File: src/rtl/core/gsm_pkg.sv
// Shared constants, types and the quarter-wave sine table of the oscillator bank.
`timescale 1ns / 1ps
package gsm_pkg;

	// bank size and sample format
	localparam int VOICES       = 4;
	localparam int SINE_ENTRIES = 256;
	localparam int SAMPLE_BITS  = 16;

	localparam int VOICE_W     = (VOICES > 1) ? $clog2(VOICES) : 1;
	localparam int ISSUE_SLOTS = (VOICES > 1) ? VOICES : 2;
	localparam int SINE_IDX_W  = $clog2(SINE_ENTRIES);
	localparam int AMP_W       = SAMPLE_BITS - 1;
	localparam int ACC_W       = SAMPLE_BITS + VOICE_W;

	// fixed field widths
	localparam int STEP_W     = 32;
	localparam int LEVEL_W    = 16;
	localparam int OUT_W      = 16;
	localparam int ENABLE_W   = 4;
	localparam int CFG_IDX_W  = 3;
	localparam int CFG_DATA_W = 32;

	// register map
	localparam logic [CFG_IDX_W-1:0] REG_TARGET_A = 3'd0;
	localparam logic [CFG_IDX_W-1:0] REG_TARGET_B = 3'd1;
	localparam logic [CFG_IDX_W-1:0] REG_TARGET_C = 3'd2;
	localparam logic [CFG_IDX_W-1:0] REG_TARGET_D = 3'd3;
	localparam logic [CFG_IDX_W-1:0] REG_PAN      = 3'd4;
	localparam logic [CFG_IDX_W-1:0] REG_GAIN     = 3'd5;

	// register reset values
	localparam logic [STEP_W-1:0]  RST_TARGET_A = 32'd42852281;
	localparam logic [STEP_W-1:0]  RST_TARGET_B = 32'd64278422;
	localparam logic [STEP_W-1:0]  RST_TARGET_C = 32'd108469837;
	localparam logic [STEP_W-1:0]  RST_TARGET_D = 32'd162704755;
	localparam logic [LEVEL_W-1:0] RST_PAN      = 16'd16384;
	localparam logic [LEVEL_W-1:0] RST_GAIN     = 16'd1638;

	// glide: step = (step*KEEP + target*TAKE) >> 16
	localparam logic [15:0] GLIDE_KEEP = 16'd62259;
	localparam logic [11:0] GLIDE_TAKE = 12'd3277;
	localparam logic [LEVEL_W-1:0] FULL_Q15 = 16'd32768;
	localparam int SCALE_SHIFT = SAMPLE_BITS + 14;

	// result queue depth, also the limit of items in flight
	localparam int OUT_DEPTH = 4;
	localparam int OUT_PTR_W = $clog2(OUT_DEPTH);
	localparam int CREDIT_W  = $clog2(OUT_DEPTH + 1);

	typedef logic [STEP_W-1:0] step_t;
	typedef step_t [3:0] target_set_t;

	// classified input item
	typedef struct packed {
		logic                glide;
		logic [ENABLE_W-1:0] enable;
	} cmd_t;

	// per-channel voice sums of one item
	typedef struct packed {
		logic signed [ACC_W-1:0] left;
		logic signed [ACC_W-1:0] right;
	} mix_t;

	// finished stereo sample
	typedef struct packed {
		logic signed [OUT_W-1:0] left;
		logic signed [OUT_W-1:0] right;
	} sample_t;

	// mixing controls from the register file
	typedef struct packed {
		logic [LEVEL_W-1:0] pan;
		logic [LEVEL_W-1:0] gain;
	} mix_ctrl_t;

	// voice number to register slot (voice mod 4)
	function automatic logic [1:0] slot_of(input logic [VOICE_W-1:0] voice);
		return 2'(voice);
	endfunction

	// quarter-wave table, built at elaboration from a Q28 Taylor series
	localparam logic [63:0] PI_Q28  = 64'd843314857;
	localparam logic [63:0] AMP_MAX = (64'd1 << (SAMPLE_BITS - 1)) - 64'd1;

	function automatic logic [AMP_W-1:0] sine_entry(input int unsigned k);
		logic [63:0]        x;
		logic [63:0]        x2;
		logic [63:0]        term;
		logic signed [63:0] acc;
		logic [63:0]        v;
		x    = (PI_Q28 * (64'(k) * 64'd2 + 64'd1)) / (4 * SINE_ENTRIES);
		x2   = (x * x) >> 28;
		term = x;
		acc  = $signed(x);
		term = ((term * x2) >> 28) / 64'd6;   acc = acc - $signed(term);
		term = ((term * x2) >> 28) / 64'd20;  acc = acc + $signed(term);
		term = ((term * x2) >> 28) / 64'd42;  acc = acc - $signed(term);
		term = ((term * x2) >> 28) / 64'd72;  acc = acc + $signed(term);
		term = ((term * x2) >> 28) / 64'd110; acc = acc - $signed(term);
		term = ((term * x2) >> 28) / 64'd156; acc = acc + $signed(term);
		term = ((term * x2) >> 28) / 64'd210; acc = acc - $signed(term);
		term = ((term * x2) >> 28) / 64'd272; acc = acc + $signed(term);
		if (acc < 0) begin
			acc = '0;
		end
		v = ($unsigned(acc) * AMP_MAX + (64'd1 << 27)) >> 28;
		if (v > AMP_MAX) begin
			v = AMP_MAX;
		end
		return v[AMP_W-1:0];
	endfunction

	typedef logic [AMP_W-1:0] sine_rom_t [SINE_ENTRIES];

	function automatic sine_rom_t build_sine_rom();
		sine_rom_t rom;
		for (int k = 0; k < SINE_ENTRIES; k++) begin
			rom[k] = sine_entry(k);
		end
		return rom;
	endfunction

	localparam sine_rom_t SINE_ROM = build_sine_rom();

endpackage

File: src/rtl/core/gsm_cmd_queue.sv
// Front end: takes input transactions, classifies them and holds them in a two-entry queue.
`timescale 1ns / 1ps
module gsm_cmd_queue (
	input  logic                          clk,
	input  logic                          arst_n,
	input  logic                          push,
	output logic                          full,
	input  logic                          buffer_start,
	input  logic [gsm_pkg::ENABLE_W-1:0]  voice_enable,
	output logic                          cmd_valid,
	output gsm_pkg::cmd_t                 cmd,
	input  logic                          cmd_ready
);
	import gsm_pkg::*;

	cmd_t       slot_q [2];
	logic       wr_ptr_q;
	logic       rd_ptr_q;
	logic [1:0] count_q;
	logic       do_push;
	logic       do_pop;

	assign full      = (count_q == 2'd2);
	assign cmd_valid = (count_q != 2'd0);
	assign cmd       = slot_q[rd_ptr_q];
	assign do_push   = push && !full;
	assign do_pop    = cmd_valid && cmd_ready;

	// pointers and fill level
	always_ff @(posedge clk or negedge arst_n) begin
		if (!arst_n) begin
			wr_ptr_q <= 1'b0;
			rd_ptr_q <= 1'b0;
			count_q  <= 2'd0;
		end else begin
			if (do_push) begin
				wr_ptr_q <= ~wr_ptr_q;
			end
			if (do_pop) begin
				rd_ptr_q <= ~rd_ptr_q;
			end
			unique case ({do_push, do_pop})
				2'b10:   count_q <= count_q + 2'd1;
				2'b01:   count_q <= count_q - 2'd1;
				default: count_q <= count_q;
			endcase
		end
	end

	// classify: a buffer start asks for a glide before the sample
	always_ff @(posedge clk) begin
		if (do_push) begin
			slot_q[wr_ptr_q].glide  <= buffer_start;
			slot_q[wr_ptr_q].enable <= voice_enable;
		end
	end

endmodule

File: config.mk
export PLATFORM = sky130hd
export DESIGN_NAME = gsm_cmd_queue
export DESIGN_NICKNAME = d
export VERILOG_FILES = /design/src/rtl/core/gsm_pkg.sv /design/src/rtl/core/gsm_cmd_queue.sv
export SDC_FILE = /design/constraint.sdc
export NUM_CORES = 1
export LEC_CHECK = 0
export ABC_AREA = 0
export BUFFER_PORTS_ARGS = -buffer_cell sky130_fd_sc_hd__buf_2
export CAP_MARGIN = 15
export CORE_AREA = 8 8 45 47
export CTS_CLUSTER_DIAMETER = 100
export DETAILED_ROUTE_END_ITERATION = 6
export DIE_AREA = 0 0 53 55
export GPL_ROUTABILITY_DRIVEN = 0
export PLACE_DENSITY = 0.76
export SYNTH_ARGS = -nofsm -noshare
export SYNTH_HDL_FRONTEND = slang
export SYNTH_SLANG_ARGS = --single-unit
File: constraint.sdc
create_clock -name clk -period 1.7 [get_ports clk]
set_clock_uncertainty 0.05 [all_clocks]
set_input_delay 0.34 -clock clk [delete_from_list [all_inputs] [get_ports clk]]
set_output_delay 0.34 -clock clk [all_outputs]
set_load 0.005 [all_outputs]
==> out/results.txt <==
status = complete, no violations
final setup fails = 0
post-CTS setup buffer count = 0
max frequency = 0.634 GHz
Place WS = 0.175 ns
Clock transition at path regs = 0.08 ns
clk root buf = clkbuf_4
H-tree lvl count = 1
Die Y = 55 microns
Worst EP required = 1.31 ns
clock latency on the worst-skew pair = 0.27 ns
share of layout cells above drive strength 1 = 47.2%
IO buf count = 15
antenna violations before repair = 0
Antenna Nets Post-Route = 0
Area Overhead vs Synth = 22.8%
Syn Area/Cell = 16.5 sq um
crit end category = output pin
Crit Path Class = register to output pin
pin count of the biggest net entering global routing = 9
top-count cell post-synth = edfxtp_1
Slew @ Worst Pin = 0.402 ns
final WL = 855 microns
drt first-iter violations = 1
CTS tree = done
vias per cell = 4.55
IO Pins = 16
Synth area leaders = edfxtp_1, dfrtp_1, mux2_2, xnor2_1, xor2_1
Nets = 64
synthesized instance count = 34
minimum clock period = 1.58 ns
final hold vios = 0
register bit total from synthesis = 14
via count = 314
Yosys top cell by area = edfxtp_1
list of most frequent post-synthesis cells = edfxtp_1, mux2_2, dfrtp_1, xnor2_1
drc violations = 0
relative slew slack = 73.1%
post-synth cell types = 14
Ys Warns = 0
setup_tns = 0 ns
placed inst area = 651 sq um
ys flop type = edfxtp_1
Global Route Usage Sum = 7.00%
crit-path max FO = 6
Power, Total = 1.12 mW
Final Cell Area = 688 sq um
vias in the first global route = 338
CP Data Arrival Time = 1.19 ns
clock sinks = 14
row cnt = 14
DPL Wire Length = 686 microns
area of the die = 2920 sq um
Ant. Diodes = 0
EDFF count, synth = 10
total gr overflow = 0
Max VDD drop = 0.996 mV
die width = 53 microns
pwr dens = 1620 nW/um^2
Net Count, Synth = 44
core area = 1380 sq um
fin worst setup slack = 0.124 ns
Lkg Pwr = 0.289 nW
pins over their slew limit = 0
Worst Setup Start Kind = register
TritonCTS Buffers = 3
Routed WL per cell = 12.4 microns
Initial Util = 40.5%
RSZ-0062 raised after global routing = no
Synth async-reset ratio = 28.6%
period utilization = 92.7%
Hold WC Path Type = input port to register
area share of the largest cell type after synthesis = 53.6%
Max Cap Viol = 0
Max clock buf depth = 2
Seq/Total Area, Yosys = 71.4%
first-pass GRT wire length = 1.41 mm
DRT Pass-1 Iters = 3
synthesized cell area = 561 sq um
==> through the flow <==
stage,cells,utilization [%],hold slack (ns)
finish,69,49.7,0.203
global route,69,49.7,0.186
CTS,69,49.6,0.202
detailed placement,64,47.0,0.101
global placement,64,47.0,0.104
floorplan,34,-,-0.00559
==> worst max-delay path, cell delays in order (launching register included) <==
cell     delay, ns
dfrtp_2       0.44
mux2_2        0.35
buf_2         0.13
==> cell usage in the layout, fill, tap and decap left out, types with 2 or more instances in the layout <==
cell | netlist | routed
dfrtp_1 | 4 | 3
nor2_1 | 2 | 2
xor2_1 | 2 | 2
edfxtp_1 | 10 | 10
buf_2 | 1 | 15
clkbuf_4 | 0 | 3
mux2_2 | 5 | 5
xnor2_1 | 3 | 3
==> path summary, 6_finish.rpt <==
kind                                 startpoint      endpoint  slack (ns)  depth (start not counted)
max in group asynchronous                arst_n      rd_ptr_q        1.14                          2
min in group asynchronous                arst_n      wr_ptr_q        0.33                          2
worst min-delay path            voice_enable[0]  slot_q[1][0]        0.20                          1
worst max register to register       count_q[0]    count_q[1]        0.15                          5
worst max-delay path                   rd_ptr_q        cmd[3]        0.12                          2
worst min register to register         wr_ptr_q      wr_ptr_q        0.45                          1
==> layer usage <==
| layer | routed length [microns] | vias up | GRT usage [%] |
|---|---|---|---|
| li1 | - | 157 | - |
| met1 | 350 | 139 | 7.17 |
| met2 | 397 | 13 | 10.7 |
| met3 | 77 | 5 | 2.94 |
| met4 | 30 | 0 | 6.47 |
| met5 | 0 | - | 0 |
==> cells by family after synthesis <==
kind of cell | Yosys count | share of synthesized area, %
AND/OR/NAND/NOR | 7 | 6.92
buffers and inverters | 2 | 1.56
multiplexers | 5 | 10.0
flip-flops | 14 | 71.4
XOR/XNOR | 5 | 7.81
adder cells (fa/ha/maj) | 1 | 2.23
==> where the power goes <==
group	total (mW)	switching, mW	leakage, nW	internal, mW
Clock	0.183	0.0977	0.0154	0.0850
Sequential	0.558	0.0711	0.139	0.487
Combinational	0.375	0.162	0.135	0.212
Total	1.12	0.331	0.289	0.784
==> area by class of cell <==
class	count	area, sq um
Inverter	1	3.75
Fill cell	125	696
Clock buffer	3	22.5
Sequential cell	14	402
Multi-Input combinational cell	18	151
Timing Repair Buffer	16	85.1
Tap cell	16	20.0
Clock inverter	1	3.75
==> state kept, by name, summed over array words and instances (netlist names) <==
name,count
wr_ptr_q,1
slot_q,10
rd_ptr_q,1
count_q,2
==> repair_timing <==
| item | in CTS | in global routing |
|---|---|---|
| hold buffers | 1 | 0 |
| endpoints found under the hold margin | 4 | 0 |
| endpoints found under the setup margin | 0 | 5 |
| gates resized for setup | 0 | 1 |
Power figures use the tool's default switching activity.
