[config.mk]
export PLATFORM = sky130hd
export DESIGN_NAME = gsm_voice_engine
export DESIGN_NICKNAME = d
export VERILOG_FILES = /design/src/rtl/core/gsm_pkg.sv /design/src/rtl/core/gsm_voice_engine.sv
export SDC_FILE = /design/constraint.sdc
export NUM_CORES = 2
export LEC_CHECK = 0
export BUFFER_PORTS_ARGS = -buffer_cell sky130_fd_sc_hd__clkbuf_2
export CAP_MARGIN = 20
export CORE_ASPECT_RATIO = 1.1
export CORE_MARGIN = 3
export CORE_UTILIZATION = 35
export CTS_CLUSTER_SIZE = 8
export DETAILED_ROUTE_END_ITERATION = 8
export GPL_TIMING_DRIVEN = 0
export PLACE_DENSITY = 0.54
export SYNTH_ARGS = -nofsm -noshare
export SYNTH_HDL_FRONTEND = slang
export SYNTH_SLANG_ARGS = --single-unit
[constraint.sdc]
create_clock -name clk -period 10.85 [get_ports clk]
set_input_delay 1.6275 -clock clk [delete_from_list [all_inputs] [get_ports clk]]
set_output_delay 1.6275 -clock clk [all_outputs]
set_load 0.02 [all_outputs]
[src/rtl/core/gsm_pkg.sv]
// Shared constants, types and the quarter-wave sine table of the oscillator bank.
`timescale 1ns / 1ps
package gsm_pkg;

	// bank size and sample format
	localparam int VOICES       = 4;
	localparam int SINE_ENTRIES = 256;
	localparam int SAMPLE_BITS  = 16;

	localparam int VOICE_W     = (VOICES > 1) ? $clog2(VOICES) : 1;
	localparam int ISSUE_SLOTS = (VOICES > 1) ? VOICES : 2;
	localparam int SINE_IDX_W  = $clog2(SINE_ENTRIES);
	localparam int AMP_W       = SAMPLE_BITS - 1;
	localparam int ACC_W       = SAMPLE_BITS + VOICE_W;

	// fixed field widths
	localparam int STEP_W     = 32;
	localparam int LEVEL_W    = 16;
	localparam int OUT_W      = 16;
	localparam int ENABLE_W   = 4;
	localparam int CFG_IDX_W  = 3;
	localparam int CFG_DATA_W = 32;

	// register map
	localparam logic [CFG_IDX_W-1:0] REG_TARGET_A = 3'd0;
	localparam logic [CFG_IDX_W-1:0] REG_TARGET_B = 3'd1;
	localparam logic [CFG_IDX_W-1:0] REG_TARGET_C = 3'd2;
	localparam logic [CFG_IDX_W-1:0] REG_TARGET_D = 3'd3;
	localparam logic [CFG_IDX_W-1:0] REG_PAN      = 3'd4;
	localparam logic [CFG_IDX_W-1:0] REG_GAIN     = 3'd5;

	// register reset values
	localparam logic [STEP_W-1:0]  RST_TARGET_A = 32'd42852281;
	localparam logic [STEP_W-1:0]  RST_TARGET_B = 32'd64278422;
	localparam logic [STEP_W-1:0]  RST_TARGET_C = 32'd108469837;
	localparam logic [STEP_W-1:0]  RST_TARGET_D = 32'd162704755;
	localparam logic [LEVEL_W-1:0] RST_PAN      = 16'd16384;
	localparam logic [LEVEL_W-1:0] RST_GAIN     = 16'd1638;

	// glide: step = (step*KEEP + target*TAKE) >> 16
	localparam logic [15:0] GLIDE_KEEP = 16'd62259;
	localparam logic [11:0] GLIDE_TAKE = 12'd3277;
	localparam logic [LEVEL_W-1:0] FULL_Q15 = 16'd32768;
	localparam int SCALE_SHIFT = SAMPLE_BITS + 14;

	// result queue depth, also the limit of items in flight
	localparam int OUT_DEPTH = 4;
	localparam int OUT_PTR_W = $clog2(OUT_DEPTH);
	localparam int CREDIT_W  = $clog2(OUT_DEPTH + 1);

	typedef logic [STEP_W-1:0] step_t;
	typedef step_t [3:0] target_set_t;

	// classified input item
	typedef struct packed {
		logic                glide;
		logic [ENABLE_W-1:0] enable;
	} cmd_t;

	// per-channel voice sums of one item
	typedef struct packed {
		logic signed [ACC_W-1:0] left;
		logic signed [ACC_W-1:0] right;
	} mix_t;

	// finished stereo sample
	typedef struct packed {
		logic signed [OUT_W-1:0] left;
		logic signed [OUT_W-1:0] right;
	} sample_t;

	// mixing controls from the register file
	typedef struct packed {
		logic [LEVEL_W-1:0] pan;
		logic [LEVEL_W-1:0] gain;
	} mix_ctrl_t;

	// voice number to register slot (voice mod 4)
	function automatic logic [1:0] slot_of(input logic [VOICE_W-1:0] voice);
		return 2'(voice);
	endfunction

	// quarter-wave table, built at elaboration from a Q28 Taylor series
	localparam logic [63:0] PI_Q28  = 64'd843314857;
	localparam logic [63:0] AMP_MAX = (64'd1 << (SAMPLE_BITS - 1)) - 64'd1;

	function automatic logic [AMP_W-1:0] sine_entry(input int unsigned k);
		logic [63:0]        x;
		logic [63:0]        x2;
		logic [63:0]        term;
		logic signed [63:0] acc;
		logic [63:0]        v;
		x    = (PI_Q28 * (64'(k) * 64'd2 + 64'd1)) / (4 * SINE_ENTRIES);
		x2   = (x * x) >> 28;
		term = x;
		acc  = $signed(x);
		term = ((term * x2) >> 28) / 64'd6;   acc = acc - $signed(term);
		term = ((term * x2) >> 28) / 64'd20;  acc = acc + $signed(term);
		term = ((term * x2) >> 28) / 64'd42;  acc = acc - $signed(term);
		term = ((term * x2) >> 28) / 64'd72;  acc = acc + $signed(term);
		term = ((term * x2) >> 28) / 64'd110; acc = acc - $signed(term);
		term = ((term * x2) >> 28) / 64'd156; acc = acc + $signed(term);
		term = ((term * x2) >> 28) / 64'd210; acc = acc - $signed(term);
		term = ((term * x2) >> 28) / 64'd272; acc = acc + $signed(term);
		if (acc < 0) begin
			acc = '0;
		end
		v = ($unsigned(acc) * AMP_MAX + (64'd1 << 27)) >> 28;
		if (v > AMP_MAX) begin
			v = AMP_MAX;
		end
		return v[AMP_W-1:0];
	endfunction

	typedef logic [AMP_W-1:0] sine_rom_t [SINE_ENTRIES];

	function automatic sine_rom_t build_sine_rom();
		sine_rom_t rom;
		for (int k = 0; k < SINE_ENTRIES; k++) begin
			rom[k] = sine_entry(k);
		end
		return rom;
	endfunction

	localparam sine_rom_t SINE_ROM = build_sine_rom();

endpackage

[src/rtl/core/gsm_voice_engine.sv]
// Back end: one shared glide / phase / sine pipeline stepped through the voices of each item.
`timescale 1ns / 1ps
module gsm_voice_engine (
	input  logic                  clk,
	input  logic                  arst_n,
	input  logic                  cmd_valid,
	input  gsm_pkg::cmd_t         cmd,
	output logic                  cmd_ready,
	input  logic                  room,
	input  gsm_pkg::target_set_t  targets,
	output logic                  mix_valid,
	output gsm_pkg::mix_t         mix
);
	import gsm_pkg::*;

	localparam logic [VOICE_W-1:0] LAST_SLOT  = VOICE_W'(ISSUE_SLOTS - 1);
	localparam logic [VOICE_W-1:0] LAST_VOICE = VOICE_W'(VOICES - 1);
	localparam logic [VOICE_W:0]   VOICE_CNT  = (VOICE_W + 1)'(VOICES);

	// voice state
	step_t step_q  [VOICES];
	step_t phase_q [VOICES];

	// sequencer
	logic               busy_q;
	logic [VOICE_W-1:0] cnt_q;
	cmd_t               cmd_q;
	logic               at_end;
	logic               take;
	logic               issue;
	logic [1:0]         slot;

	// stage 1: glide products
	logic               valid_s1;
	logic [VOICE_W-1:0] voice_s1;
	logic               glide_s1;
	logic               en_s1;
	logic               right_s1;
	logic               first_s1;
	logic               last_s1;
	step_t              step_s1;
	logic [47:0]        keep_s1;
	logic [43:0]        take_s1;

	// stage 2: new step
	logic               valid_s2;
	logic [VOICE_W-1:0] voice_s2;
	logic               en_s2;
	logic               right_s2;
	logic               first_s2;
	logic               last_s2;
	step_t              step_s2;
	logic [48:0]        glide_sum;
	step_t              step_next;

	// stage 3: phase advance
	logic               valid_s3;
	logic               en_s3;
	logic               right_s3;
	logic               first_s3;
	logic               last_s3;
	step_t              phase_s3;
	step_t              phase_next;

	// stage 4: table lookup
	logic                    valid_s4;
	logic                    right_s4;
	logic                    first_s4;
	logic                    last_s4;
	logic signed [ACC_W-1:0] sine_s4;
	logic [SINE_IDX_W+1:0]   lut_pos;
	logic [SINE_IDX_W-1:0]   lut_idx;
	logic [AMP_W-1:0]        lut_mag;
	logic signed [ACC_W-1:0] lut_val;

	// stage 5: channel sums
	logic signed [ACC_W-1:0] acc_l_q;
	logic signed [ACC_W-1:0] acc_r_q;
	logic signed [ACC_W-1:0] acc_l_next;
	logic signed [ACC_W-1:0] acc_r_next;

	// sequencer: one voice per cycle, next item loaded on the last slot
	assign at_end    = (cnt_q == LAST_SLOT);
	assign cmd_ready = room && (!busy_q || at_end);
	assign take      = cmd_valid && cmd_ready;
	assign issue     = busy_q && ({1'b0, cnt_q} < VOICE_CNT);
	assign slot      = slot_of(cnt_q);

	always_ff @(posedge clk or negedge arst_n) begin
		if (!arst_n) begin
			busy_q <= 1'b0;
			cnt_q  <= '0;
		end else if (take) begin
			busy_q <= 1'b1;
			cnt_q  <= '0;
		end else if (busy_q) begin
			if (at_end) begin
				busy_q <= 1'b0;
			end else begin
				cnt_q <= cnt_q + VOICE_W'(1);
			end
		end
	end

	always_ff @(posedge clk) begin
		if (take) begin
			cmd_q <= cmd;
		end
	end

	// valid pipe
	always_ff @(posedge clk or negedge arst_n) begin
		if (!arst_n) begin
			valid_s1  <= 1'b0;
			valid_s2  <= 1'b0;
			valid_s3  <= 1'b0;
			valid_s4  <= 1'b0;
			mix_valid <= 1'b0;
		end else begin
			valid_s1  <= issue;
			valid_s2  <= valid_s1;
			valid_s3  <= valid_s2;
			valid_s4  <= valid_s3;
			mix_valid <= valid_s4 && last_s4;
		end
	end

	// stage 1
	always_ff @(posedge clk) begin
		voice_s1 <= cnt_q;
		glide_s1 <= cmd_q.glide;
		en_s1    <= cmd_q.enable[slot];
		right_s1 <= slot[1];
		first_s1 <= (cnt_q == '0);
		last_s1  <= (cnt_q == LAST_VOICE);
		step_s1  <= step_q[cnt_q];
		keep_s1  <= step_q[cnt_q] * GLIDE_KEEP;
		take_s1  <= targets[slot] * GLIDE_TAKE;
	end

	// stage 2
	assign glide_sum = 49'(keep_s1) + 49'(take_s1);
	assign step_next = glide_s1 ? glide_sum[47:16] : step_s1;

	always_ff @(posedge clk or negedge arst_n) begin
		if (!arst_n) begin
			for (int v = 0; v < VOICES; v++) begin
				step_q[v] <= '0;
			end
		end else if (valid_s1) begin
			step_q[voice_s1] <= step_next;
		end
	end

	always_ff @(posedge clk) begin
		voice_s2 <= voice_s1;
		en_s2    <= en_s1;
		right_s2 <= right_s1;
		first_s2 <= first_s1;
		last_s2  <= last_s1;
		step_s2  <= step_next;
	end

	// stage 3
	assign phase_next = phase_q[voice_s2] + step_s2;

	always_ff @(posedge clk or negedge arst_n) begin
		if (!arst_n) begin
			for (int v = 0; v < VOICES; v++) begin
				phase_q[v] <= '0;
			end
		end else if (valid_s2) begin
			phase_q[voice_s2] <= phase_next;
		end
	end

	always_ff @(posedge clk) begin
		en_s3    <= en_s2;
		right_s3 <= right_s2;
		first_s3 <= first_s2;
		last_s3  <= last_s2;
		phase_s3 <= phase_next;
	end

	// stage 4: quadrant fold of the quarter-wave table
	assign lut_pos = phase_s3[STEP_W-1 -: SINE_IDX_W + 2];
	assign lut_idx = lut_pos[SINE_IDX_W] ? ~lut_pos[SINE_IDX_W-1:0] : lut_pos[SINE_IDX_W-1:0];
	assign lut_mag = SINE_ROM[lut_idx];

	always_comb begin
		lut_val = $signed(ACC_W'(lut_mag));
		if (lut_pos[SINE_IDX_W+1]) begin
			lut_val = -lut_val;
		end
		if (!en_s3) begin
			lut_val = '0;
		end
	end

	always_ff @(posedge clk) begin
		right_s4 <= right_s3;
		first_s4 <= first_s3;
		last_s4  <= last_s3;
		sine_s4  <= lut_val;
	end

	// stage 5: sums restart on the first voice, hand off on the last
	always_comb begin
		acc_l_next = first_s4 ? '0 : acc_l_q;
		acc_r_next = first_s4 ? '0 : acc_r_q;
		if (right_s4) begin
			acc_r_next = acc_r_next + sine_s4;
		end else begin
			acc_l_next = acc_l_next + sine_s4;
		end
	end

	always_ff @(posedge clk) begin
		if (valid_s4) begin
			acc_l_q <= acc_l_next;
			acc_r_q <= acc_r_next;
		end
		if (valid_s4 && last_s4) begin
			mix.left  <= acc_l_next;
			mix.right <= acc_r_next;
		end
	end

endmodule

==> reports/results.txt <==
run status: finished, final reports clean
Post-DRT Antenna Nets: 0
die area: 142000 um2
hold depth: 0
CP Data Required Time: 11390 ps
DR vias: 40000
Post-synth EDFFs: 77
initial antenna violation count: 5
Initial DRC Count: 3529
worst r2r path cells: 26
Sum Neg Setup Slack: 0 ps
gpl congestion: 1.04
hpwl dp: 142000 um
CTS clk-pin slew, worst paths: 50 ps
Slew headroom: 16.2%
Via density: 5.58
DRT Wirelength: 182000 um
max-cap violation count: 0
routed wire length per instance: 25.3 um
Die Height: 395 um
hold buffer count at cts: 0
dominant cell type by area after synthesis: fa_1
Clock Skew: 45.5 ps
type of the tightest min-delay check: flip-flop to flip-flop
die width: 359 um
Yosys reg bits: 542
Worst Setup SP: phase_s3[30]
top cells by area, synth: fa_1 15%, dfrtp_1 14%, ha_1 13%, dfxtp_1 8.4%, edfxtp_1 4.8%
final slew viol count: 0
All-Layer GR Usage: 25.4%
sequential area share after synthesis: 26.9%
Worst R2R End: sine_s4[14]
Max Fanout on Critical Path: 12
Hold Path Sink: first_s4
CTS tree: done
Sinks on Clock Net: 542
Final Hold Fails: 0
Mapped Cells: 5032
Fin Hold WS: 318 ps
Setup CP Type: flip-flop to flip-flop
FILL cells: 13800
Synth Flop Type: dfrtp_1
cell with the most instances after synthesis: inv_1
I/O Buffers: 174
CTS resizes: 0
postcts setup bufs: 0
clk buf depth: 3
synth unique cells: 107
Mapped Area: 48100 um2
DR DRC count: 0
CP Capture Type: flip-flop
Mapped Avg Cell Area: 9.56 um2
Layout Nets: 6323
share of cells above drive strength 1: 10.4%
first-pass GRT wire length: 271000 um
Congestion Overflow GR: 0
Mapped Nets: 6038
CP Launch Type: flip-flop
Inserted Clock Buffers: 80
most instantiated cells after synthesis: 615 x inv_1, 498 x ha_1, 448 x nand2_1
DRT Pass-1 Iters: 7
area grow syn2layout: 12.2%
Clk Latency, worst-skew pair: 660 ps
slew of the pin with the lowest slew margin: 1260 ps
htree depth: 3
pin count of the biggest net entering global routing: 108
Initial Util: 35.3%
fraction of registers with async set/reset: 48.7%
Root Buffer: clkbuf_16
Critical Path AT: 9990 ps
I/O pin cnt: 175
r2r setup slk: 1390 ps
fin crit share: 87.2%
Placeable Area: 136000 um2
share of the synthesized area in the top cell type: 15.4%
Ys Warns: 0
RSZ-0062 raised after global routing: false
num rows: 142
start point of the worst min-delay path: first_s3
fmax: 0.106 GHz
post-layout minimum cycle time: 9460 ps
final setup fails: 0
vias in the first global route: 41500
Reg2Reg Launch Point: phase_s3[30]
cell type report:
cell class                      count  area, um2  share of cell area, %
Inverter                          621       2330                   4.32
Tap cell                         1800       2250                   4.17
Timing Repair Buffer              203       1190                   2.21
Clock inverter                     12        188                  0.348
Sequential cell                   542      12900                   24.0
Buffer                            229       1000                   1.86
Clock buffer                      132       2220                   4.11
Multi-Input combinational cell   3640      31800                   59.0
Antenna cell                        3       7.51                 0.0139
worst max-delay path, cell delays in order (launching register included):
cell and delay (ps):
dfxtp_1 320, buf_6 180, buf_2 310, buf_4 260, buf_2 410, buf_2 430
buf_2 350, xor2_1 330, inv_1 330, ha_1 300, clkbuf_1 760, clkinv_1 1000
ha_1 520, buf_1 420, nor2_1 440, a211oi_1 130, a21oi_1 370, o32ai_1 150
o311ai_1 340, mux2i_1 360, inv_1 170, ha_1 230, a21boi_0 370, nand4_4 190
o41ai_2 280, xnor2_1 180, and2_1 200
cell families (layout without fill, tap and decap cells):
logic type	Yosys count	in the layout	synth area share, %
buf+inv	850	1197	6.92
mux	165	165	6.09
simple gates	1176	1176	12.0
flops	542	542	26.9
compound gates	1255	1255	16.5
xor+xnor	175	175	3.23
fa+ha+maj	869	869	28.4
other cells	0	3	0
cell usage in the layout (no fill, tap or decap), drive strengths merged, types with 54 or more instances in the layout:
master	n
a21o	94
a21oi	260
buf	127
clkbuf	437
dfrtp	264
dfxtp	201
edfxtp	77
fa	371
ha	498
inv	618
mux4	99
nand2	448
nand2b	54
nand3	74
nor2	192
nor2b	87
nor3	80
o21ai	433
xnor2	122
how the worst max path moves through the flow:
stage	to	slack [ps]	depth (start not counted)
after floorplan	keep_s1[46]	3660	25
after global placement	keep_s1[46]	1130	25
after detailed placement	sine_s4[14]	1910	26
after CTS	sine_s4[13]	1920	22
after global routing	sine_s4[14]	1490	26
final	sine_s4[14]	1390	26
sequential cells by signal, indices dropped and copies added, names as in the netlist, 2 cells and up:
signal,count
cmd_q,5
take_s1,44
mix,36
phase_q,128
acc_r_q,18
sine_s4,18
phase_s3,10
keep_s1,48
acc_l_q,18
step_q,128
step_s1,31
step_s2,32
cnt_q,2
stage by stage:
| stage | instances | utilization, % | setup slack (ps) | cell area [um2] |
|---|---|---|---|---|
| CTS | 7176 | 39.6 | 1920 | 53900 |
| global route | 7179 | 39.6 | 1490 | 54000 |
| floorplan | 5032 | - | 3660 | 48100 |
| finish | 7182 | 39.6 | 1390 | 54000 |
| detailed placement | 7032 | 37.8 | 1910 | 51500 |
| global placement | 7006 | 37.6 | 1130 | 51200 |
per-layer routing:
layer  global-route usage [%]  wire [um]  up-vias
met4                     11.7       9710        2
met1                     31.3      73100    19900
met5                        0         15        -
li1                         -          -    18100
met2                     43.2      86700     1573
met3                     4.38      12200      477
Power is not shown: default switching activity piles up to over one toggle a cycle in this logic, so the estimate is an artifact.
