===== config.mk =====
export PLATFORM = sky130hd
export DESIGN_NAME = gsm_mixer
export DESIGN_NICKNAME = d
export VERILOG_FILES = /design/src/rtl/core/gsm_pkg.sv /design/src/rtl/core/gsm_mixer.sv
export SDC_FILE = /design/constraint.sdc
export NUM_CORES = 2
export LEC_CHECK = 0
export ABC_AREA = 1
export BUFFER_PORTS_ARGS = -buffer_cell sky130_fd_sc_hd__buf_2
export CAP_MARGIN = 25
export CORE_MARGIN = 1
export CORE_UTILIZATION = 45
export CTS_CLUSTER_DIAMETER = 150
export DETAILED_ROUTE_END_ITERATION = 6
export SYNTH_ARGS = -nofsm -noshare
export SYNTH_HDL_FRONTEND = slang
export SYNTH_SLANG_ARGS = --single-unit

===== constraint.sdc =====
create_clock -name clk -period 7.2 [get_ports clk]
set_input_delay 1.8 -clock clk [delete_from_list [all_inputs] [get_ports clk]]
set_output_delay 1.8 -clock clk [all_outputs]
set_load 0.02 [all_outputs]

===== src/rtl/core/gsm_pkg.sv =====
// Shared constants, types and the quarter-wave sine table of the oscillator bank.
`timescale 1ns / 1ps
package gsm_pkg;

	// bank size and sample format
	localparam int VOICES       = 4;
	localparam int SINE_ENTRIES = 256;
	localparam int SAMPLE_BITS  = 16;

	localparam int VOICE_W     = (VOICES > 1) ? $clog2(VOICES) : 1;
	localparam int ISSUE_SLOTS = (VOICES > 1) ? VOICES : 2;
	localparam int SINE_IDX_W  = $clog2(SINE_ENTRIES);
	localparam int AMP_W       = SAMPLE_BITS - 1;
	localparam int ACC_W       = SAMPLE_BITS + VOICE_W;

	// fixed field widths
	localparam int STEP_W     = 32;
	localparam int LEVEL_W    = 16;
	localparam int OUT_W      = 16;
	localparam int ENABLE_W   = 4;
	localparam int CFG_IDX_W  = 3;
	localparam int CFG_DATA_W = 32;

	// register map
	localparam logic [CFG_IDX_W-1:0] REG_TARGET_A = 3'd0;
	localparam logic [CFG_IDX_W-1:0] REG_TARGET_B = 3'd1;
	localparam logic [CFG_IDX_W-1:0] REG_TARGET_C = 3'd2;
	localparam logic [CFG_IDX_W-1:0] REG_TARGET_D = 3'd3;
	localparam logic [CFG_IDX_W-1:0] REG_PAN      = 3'd4;
	localparam logic [CFG_IDX_W-1:0] REG_GAIN     = 3'd5;

	// register reset values
	localparam logic [STEP_W-1:0]  RST_TARGET_A = 32'd42852281;
	localparam logic [STEP_W-1:0]  RST_TARGET_B = 32'd64278422;
	localparam logic [STEP_W-1:0]  RST_TARGET_C = 32'd108469837;
	localparam logic [STEP_W-1:0]  RST_TARGET_D = 32'd162704755;
	localparam logic [LEVEL_W-1:0] RST_PAN      = 16'd16384;
	localparam logic [LEVEL_W-1:0] RST_GAIN     = 16'd1638;

	// glide: step = (step*KEEP + target*TAKE) >> 16
	localparam logic [15:0] GLIDE_KEEP = 16'd62259;
	localparam logic [11:0] GLIDE_TAKE = 12'd3277;
	localparam logic [LEVEL_W-1:0] FULL_Q15 = 16'd32768;
	localparam int SCALE_SHIFT = SAMPLE_BITS + 14;

	// result queue depth, also the limit of items in flight
	localparam int OUT_DEPTH = 4;
	localparam int OUT_PTR_W = $clog2(OUT_DEPTH);
	localparam int CREDIT_W  = $clog2(OUT_DEPTH + 1);

	typedef logic [STEP_W-1:0] step_t;
	typedef step_t [3:0] target_set_t;

	// classified input item
	typedef struct packed {
		logic                glide;
		logic [ENABLE_W-1:0] enable;
	} cmd_t;

	// per-channel voice sums of one item
	typedef struct packed {
		logic signed [ACC_W-1:0] left;
		logic signed [ACC_W-1:0] right;
	} mix_t;

	// finished stereo sample
	typedef struct packed {
		logic signed [OUT_W-1:0] left;
		logic signed [OUT_W-1:0] right;
	} sample_t;

	// mixing controls from the register file
	typedef struct packed {
		logic [LEVEL_W-1:0] pan;
		logic [LEVEL_W-1:0] gain;
	} mix_ctrl_t;

	// voice number to register slot (voice mod 4)
	function automatic logic [1:0] slot_of(input logic [VOICE_W-1:0] voice);
		return 2'(voice);
	endfunction

	// quarter-wave table, built at elaboration from a Q28 Taylor series
	localparam logic [63:0] PI_Q28  = 64'd843314857;
	localparam logic [63:0] AMP_MAX = (64'd1 << (SAMPLE_BITS - 1)) - 64'd1;

	function automatic logic [AMP_W-1:0] sine_entry(input int unsigned k);
		logic [63:0]        x;
		logic [63:0]        x2;
		logic [63:0]        term;
		logic signed [63:0] acc;
		logic [63:0]        v;
		x    = (PI_Q28 * (64'(k) * 64'd2 + 64'd1)) / (4 * SINE_ENTRIES);
		x2   = (x * x) >> 28;
		term = x;
		acc  = $signed(x);
		term = ((term * x2) >> 28) / 64'd6;   acc = acc - $signed(term);
		term = ((term * x2) >> 28) / 64'd20;  acc = acc + $signed(term);
		term = ((term * x2) >> 28) / 64'd42;  acc = acc - $signed(term);
		term = ((term * x2) >> 28) / 64'd72;  acc = acc + $signed(term);
		term = ((term * x2) >> 28) / 64'd110; acc = acc - $signed(term);
		term = ((term * x2) >> 28) / 64'd156; acc = acc + $signed(term);
		term = ((term * x2) >> 28) / 64'd210; acc = acc - $signed(term);
		term = ((term * x2) >> 28) / 64'd272; acc = acc + $signed(term);
		if (acc < 0) begin
			acc = '0;
		end
		v = ($unsigned(acc) * AMP_MAX + (64'd1 << 27)) >> 28;
		if (v > AMP_MAX) begin
			v = AMP_MAX;
		end
		return v[AMP_W-1:0];
	endfunction

	typedef logic [AMP_W-1:0] sine_rom_t [SINE_ENTRIES];

	function automatic sine_rom_t build_sine_rom();
		sine_rom_t rom;
		for (int k = 0; k < SINE_ENTRIES; k++) begin
			rom[k] = sine_entry(k);
		end
		return rom;
	endfunction

	localparam sine_rom_t SINE_ROM = build_sine_rom();

endpackage


===== src/rtl/core/gsm_mixer.sv =====
// Back end: gain and pan scaling of the channel sums, rounding and 16-bit saturation.
`timescale 1ns / 1ps
module gsm_mixer (
	input  logic                clk,
	input  logic                arst_n,
	input  logic                mix_valid,
	input  gsm_pkg::mix_t       mix,
	input  gsm_pkg::mix_ctrl_t  ctrl,
	output logic                smp_valid,
	output gsm_pkg::sample_t    smp
);
	import gsm_pkg::*;

	localparam int P1_W = ACC_W + LEVEL_W;
	localparam int P2_W = P1_W + LEVEL_W;
	localparam int R_W  = P2_W + 1 - SCALE_SHIFT;
	localparam logic [P2_W:0]  ROUND_BIAS = (P2_W + 1)'(1) << (SCALE_SHIFT - 1);
	localparam logic [R_W-1:0] POS_LIMIT  = R_W'(32767);
	localparam logic [R_W-1:0] NEG_LIMIT  = R_W'(32768);
	localparam logic [OUT_W-1:0] POS_SAT  = 16'h7FFF;
	localparam logic [OUT_W-1:0] NEG_SAT  = 16'h8000;

	logic valid_s1;
	logic valid_s2;
	logic valid_s3;

	// stage 1: magnitude, sign and pan weights
	logic [ACC_W-1:0]   mag_l_s1;
	logic [ACC_W-1:0]   mag_r_s1;
	logic               neg_l_s1;
	logic               neg_r_s1;
	logic [LEVEL_W-1:0] wl_s1;
	logic [LEVEL_W-1:0] wr_s1;
	logic [LEVEL_W-1:0] gain_s1;
	logic [LEVEL_W-1:0] pan_lim;

	// stage 2: times gain
	logic [P1_W-1:0]    p1_l_s2;
	logic [P1_W-1:0]    p1_r_s2;
	logic               neg_l_s2;
	logic               neg_r_s2;
	logic [LEVEL_W-1:0] wl_s2;
	logic [LEVEL_W-1:0] wr_s2;

	// stage 3: times weight
	logic [P2_W-1:0] p2_l_s3;
	logic [P2_W-1:0] p2_r_s3;
	logic            neg_l_s3;
	logic            neg_r_s3;

	// stage 4: round and saturate
	logic [P2_W:0]    rnd_l;
	logic [P2_W:0]    rnd_r;
	logic [R_W-1:0]   r_l;
	logic [R_W-1:0]   r_r;
	logic [OUT_W-1:0] sat_l;
	logic [OUT_W-1:0] sat_r;

	assign pan_lim = (ctrl.pan > FULL_Q15) ? FULL_Q15 : ctrl.pan;

	always_ff @(posedge clk or negedge arst_n) begin
		if (!arst_n) begin
			valid_s1  <= 1'b0;
			valid_s2  <= 1'b0;
			valid_s3  <= 1'b0;
			smp_valid <= 1'b0;
		end else begin
			valid_s1  <= mix_valid;
			valid_s2  <= valid_s1;
			valid_s3  <= valid_s2;
			smp_valid <= valid_s3;
		end
	end

	always_ff @(posedge clk) begin
		mag_l_s1 <= mix.left[ACC_W-1] ? ACC_W'(-mix.left) : ACC_W'(mix.left);
		mag_r_s1 <= mix.right[ACC_W-1] ? ACC_W'(-mix.right) : ACC_W'(mix.right);
		neg_l_s1 <= mix.left[ACC_W-1];
		neg_r_s1 <= mix.right[ACC_W-1];
		wl_s1    <= FULL_Q15 - pan_lim;
		wr_s1    <= pan_lim;
		gain_s1  <= ctrl.gain;
	end

	always_ff @(posedge clk) begin
		p1_l_s2  <= P1_W'(mag_l_s1) * P1_W'(gain_s1);
		p1_r_s2  <= P1_W'(mag_r_s1) * P1_W'(gain_s1);
		neg_l_s2 <= neg_l_s1;
		neg_r_s2 <= neg_r_s1;
		wl_s2    <= wl_s1;
		wr_s2    <= wr_s1;
	end

	always_ff @(posedge clk) begin
		p2_l_s3  <= P2_W'(p1_l_s2) * P2_W'(wl_s2);
		p2_r_s3  <= P2_W'(p1_r_s2) * P2_W'(wr_s2);
		neg_l_s3 <= neg_l_s2;
		neg_r_s3 <= neg_r_s2;
	end

	// round half away from zero on the magnitude, then clamp
	assign rnd_l = (P2_W + 1)'(p2_l_s3) + ROUND_BIAS;
	assign rnd_r = (P2_W + 1)'(p2_r_s3) + ROUND_BIAS;
	assign r_l   = rnd_l[P2_W -: R_W];
	assign r_r   = rnd_r[P2_W -: R_W];

	always_comb begin
		if (neg_l_s3) begin
			sat_l = (r_l > NEG_LIMIT) ? NEG_SAT : OUT_W'(~r_l + R_W'(1));
		end else begin
			sat_l = (r_l > POS_LIMIT) ? POS_SAT : OUT_W'(r_l);
		end
		if (neg_r_s3) begin
			sat_r = (r_r > NEG_LIMIT) ? NEG_SAT : OUT_W'(~r_r + R_W'(1));
		end else begin
			sat_r = (r_r > POS_LIMIT) ? POS_SAT : OUT_W'(r_r);
		end
	end

	always_ff @(posedge clk) begin
		smp.left  <= $signed(sat_l);
		smp.right <= $signed(sat_r);
	end

endmodule


==> summary.log <==
[yosys] fraction of post-synthesis cell area in the top cell type by area 41.34%
[setup_path] Critical Path AT 6880 ps
[setup_path] origin of the worst setup path gain_s1[8]
[sta] Tcrit/Tclk final 88.39%
[setup_path] Crit path max-delay family adder cells
[floorplan] die height 380.9 um
[flow_run] number of maximum-capacitance violations 0
[yosys] largest family of logic cells by synthesized area adder cells
[finish] Nets 10.29k
[global_route] GRT Overall Usage 24.80%
[setup_path] most frequent CP cell sky130_fd_sc_hd__fa_1
[setup_path] critical path data required time 7720 ps
[yosys] Synth area leaders sky130_fd_sc_hd__fa_1 (41%), sky130_fd_sc_hd__inv_1 (14%), sky130_fd_sc_hd__nand2_1 (14%)
[yosys] total number of yosys warnings 0
[floorplan] Initial Utilization 45.52%
[finish] fraction of layout cells with a size suffix above 1 3.986%
[clocking] largest buffer count on any clock path 3
[setup_path] critical path depth 21
[clocking] Inserted Clock Buffers 36
[sta] Fin Setup TNS 0 ps
[clocking] clock tree from TritonCTS yes
[clocking] total setup buffers inserted after CTS 0
[floorplan] I/O pin count 104
[yosys] share of the synthesized area in compound gates (AO/OA/AOI/OAI) 3.988%
[setup_path] CP max stage delay 920 ps
[setup_path] sequence of cells on the critical path buf_4 -> nand2_1 -> fa_1 -> inv_1 -> fa_1 -> inv_1 -> fa_1 -> inv_1 -> fa_1 -> fa_1 -> inv_1 -> fa_1 -> inv_1 -> ha_1 -> nand2_1 -> nor2_1 -> nand2_1 -> o21ai_0 -> nand3_1 -> nand2_1 -> xor2_1
[clocking] CTS clk-pin slew, worst paths 60 ps
[sta] final critical-path required period 6364 ps
[route] Post-route DRC 0
[sta] Max transition margin 29.24%
[route] routed vias 51.50k
[sta] number of endpoints failing setup at the final stage 0
[yosys] dominant cell type by area after synthesis sky130_fd_sc_hd__fa_1
[route] Detail Route Antenna Nets 0
[floorplan] Die Footprint 145100 um^2
[setup_path] type of element capturing the critical path flip-flop
[yosys] synthesized net count 10.45k
[floorplan] std cell rows 138
[yosys] post-synthesis cell area 64600 um^2
[clocking] quantity of gates resized following cts 0
[setup_path] terminus of the critical flop-to-flop path p1_l_s2[33]
[route] TritonRoute pass-1 iters 6
[sta] post-route clock skew 32.16 ps
[sta] Max Slew Vio Count 0
[sta] Tightest Pin Transition 1061 ps
[global_route] wire length of the first global-routing pass 289000 um
[worst_hold_path] Tightest Hold Check Type flip-flop to flip-flop
[global_route] overall overflow remaining after global route 0
[place] detailed placement HPWL 141100 um
[yosys] sequential element share of the synthesized area 8.274%
[finish] Synth-to-Final Area Change 5.533%
[floorplan] DIE WIDTH 380.9 um
[clocking] clock insertion delay at the later pin of the skew report 590 ps
[setup_path] worst r2r src gain_s1[8]
[route] number of violations reported at the end of detailed-routing iteration 0 3449
[run_status] status finished, final reports clean
[sta] unrepaired setup endpoints after global routing no
[yosys] cells after synthesis 8590
[floorplan] area of the core region 141900 um^2
[place] global placer's final weighted congestion 0.9102
[clocking] Clock Sink Count 266
[setup_path] reg-to-reg slack, setup 840 ps
[route] Total Routed Length 172900 um
[setup_path] slowest stage cell on the critical path sky130_fd_sc_hd__dfxtp_1
[yosys] post-synthesis share of cell area spent on full adders, half adders and majority gates 50.23%
[clocking] clock tree root buffer cell sky130_fd_sc_hd__clkbuf_16
[yosys] xor/xnor share of the synthesized area 1.857%
[place] number of buffer cells added on primary ports 103
[yosys] mean cell area of the mapped netlist 7.521 um^2
[setup_path] WS Path Type flip-flop to flip-flop
[setup_path] buffering stage count on the worst path with inverters included 6
[setup_path] depth of the worst register-to-register path 21
[sta] Hold Violations, Final 0
[yosys] simple-gate share of the synthesized area 18.92%
[route] routed length per placed instance 16.71 um
[setup_path] Startpoint Class flip-flop
[global_route] maximum number of pins on one net before global-route repair 37
[yosys] proportion of synthesized area in mux cells 0%
[setup_path] top fanout value on the critical path 20
[global_route] antenna violations before repair 6
[clocking] H-Tree Depth 2
[clocking] hold-fix buffers at CTS 0
[setup_path] capture point of the worst path p1_l_s2[33]
[route] detail-routed via count per cell 4.978
[sta] achievable clock frequency 0.1571 GHz
[global_route] vias in the first global route 55.21k
[yosys] post-synthesis register bit count 266
[yosys] distinct cell type count after synthesis 44
[how the worst min path moves through the flow]
stage | cells past startpoint | endpoint | start | slack, ps
after floorplan | 0 | neg_l_s2 | neg_l_s1 | 310
after global placement | 0 | wr_s2[0] | wr_s1[0] | 310
after detailed placement | 0 | wl_s2[9] | wl_s1[9] | 310
after CTS | 0 | wr_s2[11] | wr_s1[11] | 310
after global routing | 0 | wr_s2[11] | wr_s1[11] | 320
final | 0 | wr_s2[11] | wr_s1[11] | 310
[synth_stat cells (all sizes together)]
| library cell | instances |
|---|---|
| dfxtp | 262 |
| o311ai | 2 |
| a21boi | 16 |
| a21oi | 192 |
| nand2 | 2411 |
| and2 | 3 |
| dfrtp | 4 |
| nand3b | 6 |
| nand3 | 199 |
| and3 | 1 |
| a31oi | 18 |
| a21o | 21 |
| a211oi | 1 |
| ha | 459 |
| o221ai | 4 |
| nor4 | 12 |
| o21ai | 137 |
| o21a | 14 |
| or2 | 4 |
| xnor2 | 36 |
| fa | 1334 |
| nor3 | 50 |
| o31ai | 5 |
| nand4 | 43 |
| o22ai | 1 |
| inv | 2461 |
| o21bai | 40 |
| buf | 15 |
| o211ai | 4 |
| clkbuf | 396 |
| xor2 | 101 |
| nor2 | 338 |
[flip-flops by register name, summed over array words and instances, names as in the netlist, 15 cells and up]
name	count
wl_s2	15
p2_l_s3	21
p1_l_s2	34
mag_l_s1	18
wr_s1	16
wr_s2	16
p2_r_s3	21
smp	32
p1_r_s2	34
gain_s1	16
wl_s1	15
mag_r_s1	18
[metrics by stage]
| step | hold slack, ps | area [um^2] | worst slack, ps | std cells | utilization [%] |
|---|---|---|---|---|---|
| 2_1_floorplan | 309.6 | 64600 | 1710 | 8590 | - |
| 3_3_place_gp | 310.4 | 66780 | 825.1 | 10280 | 47.05 |
| 3_5_place_dp | 312.0 | 66800 | 823.5 | 10280 | 47.07 |
| 4_1_cts | 311.1 | 68150 | 813.3 | 10340 | 48.01 |
| 5_1_grt | 317.5 | 68170 | 492.4 | 10340 | 48.03 |
| 6_report | 309.6 | 68180 | 835.9 | 10350 | 48.04 |
[routing by layer]
layer | vias to the layer above | global-route usage (%) | part of all wire (%)
li1 | 24030 | - | -
met1 | 25460 | 34.88 | 45
met2 | 1734 | 40.20 | 45
met3 | 272 | 3.451 | 7.2
met4 | 4 | 6.262 | 2.6
met5 | - | 0 | 0.014
[kinds of logic (layout without fill, tap and decap cells)]
| group | Yosys count | after routing |
|---|---|---|
| flip-flops | 266 | 266 |
| adder cells (fa/ha/maj) | 1793 | 1793 |
| other | 0 | 2 |
| XOR/XNOR | 137 | 137 |
| AO/OA/AOI/OAI | 455 | 455 |
| buffers and inverters | 2872 | 2736 |
| AND/OR/NAND/NOR | 3067 | 3067 |
[cell type report]
| class | instances | area, um^2 |
|---|---|---|
| fillers | 14340 | 73750 |
| repair buffers | 211 | 1429 |
| diodes | 2 | 5.005 |
| inverters | 2461 | 9238 |
| multi-input cells | 5452 | 48450 |
| clock inverters | 21 | 331.6 |
| flip-flops and latches | 266 | 5354 |
| well taps | 1890 | 2365 |
| clock buffers | 43 | 1010 |
[placed cells by master (no fill, tap or decap), types with 6 or more instances in the layout]
cell type | Yosys | layout
sky130_fd_sc_hd__inv_1 | 2460 | 2460
sky130_fd_sc_hd__nand2_1 | 2398 | 2398
sky130_fd_sc_hd__fa_1 | 1334 | 1334
sky130_fd_sc_hd__ha_1 | 459 | 459
sky130_fd_sc_hd__nor2_1 | 316 | 316
sky130_fd_sc_hd__dfxtp_1 | 262 | 255
sky130_fd_sc_hd__a21oi_1 | 192 | 192
sky130_fd_sc_hd__nand3_1 | 184 | 184
sky130_fd_sc_hd__o21ai_0 | 133 | 133
sky130_fd_sc_hd__buf_2 | 4 | 103
sky130_fd_sc_hd__xor2_1 | 101 | 101
sky130_fd_sc_hd__buf_4 | 3 | 101
sky130_fd_sc_hd__nor3_1 | 49 | 49
sky130_fd_sc_hd__nand4_1 | 43 | 43
sky130_fd_sc_hd__o21bai_1 | 40 | 40
sky130_fd_sc_hd__clkbuf_16 | 0 | 38
sky130_fd_sc_hd__xnor2_1 | 36 | 36
sky130_fd_sc_hd__a21o_1 | 21 | 21
sky130_fd_sc_hd__a31oi_1 | 18 | 18
sky130_fd_sc_hd__a21boi_0 | 16 | 16
sky130_fd_sc_hd__nand3_2 | 15 | 15
sky130_fd_sc_hd__nor2_2 | 15 | 15
sky130_fd_sc_hd__o21a_1 | 14 | 14
sky130_fd_sc_hd__nor4_1 | 12 | 12
sky130_fd_sc_hd__nand2_2 | 10 | 10
sky130_fd_sc_hd__clkinv_2 | 0 | 8
sky130_fd_sc_hd__bufinv_16 | 0 | 8
sky130_fd_sc_hd__nor2_4 | 7 | 7
sky130_fd_sc_hd__dfxtp_2 | 0 | 7
sky130_fd_sc_hd__nand3b_1 | 6 | 6
Power is left out: the tool's default activity adds up to more than one toggle a clock period on the data nets, which glitch-free logic cannot reach.
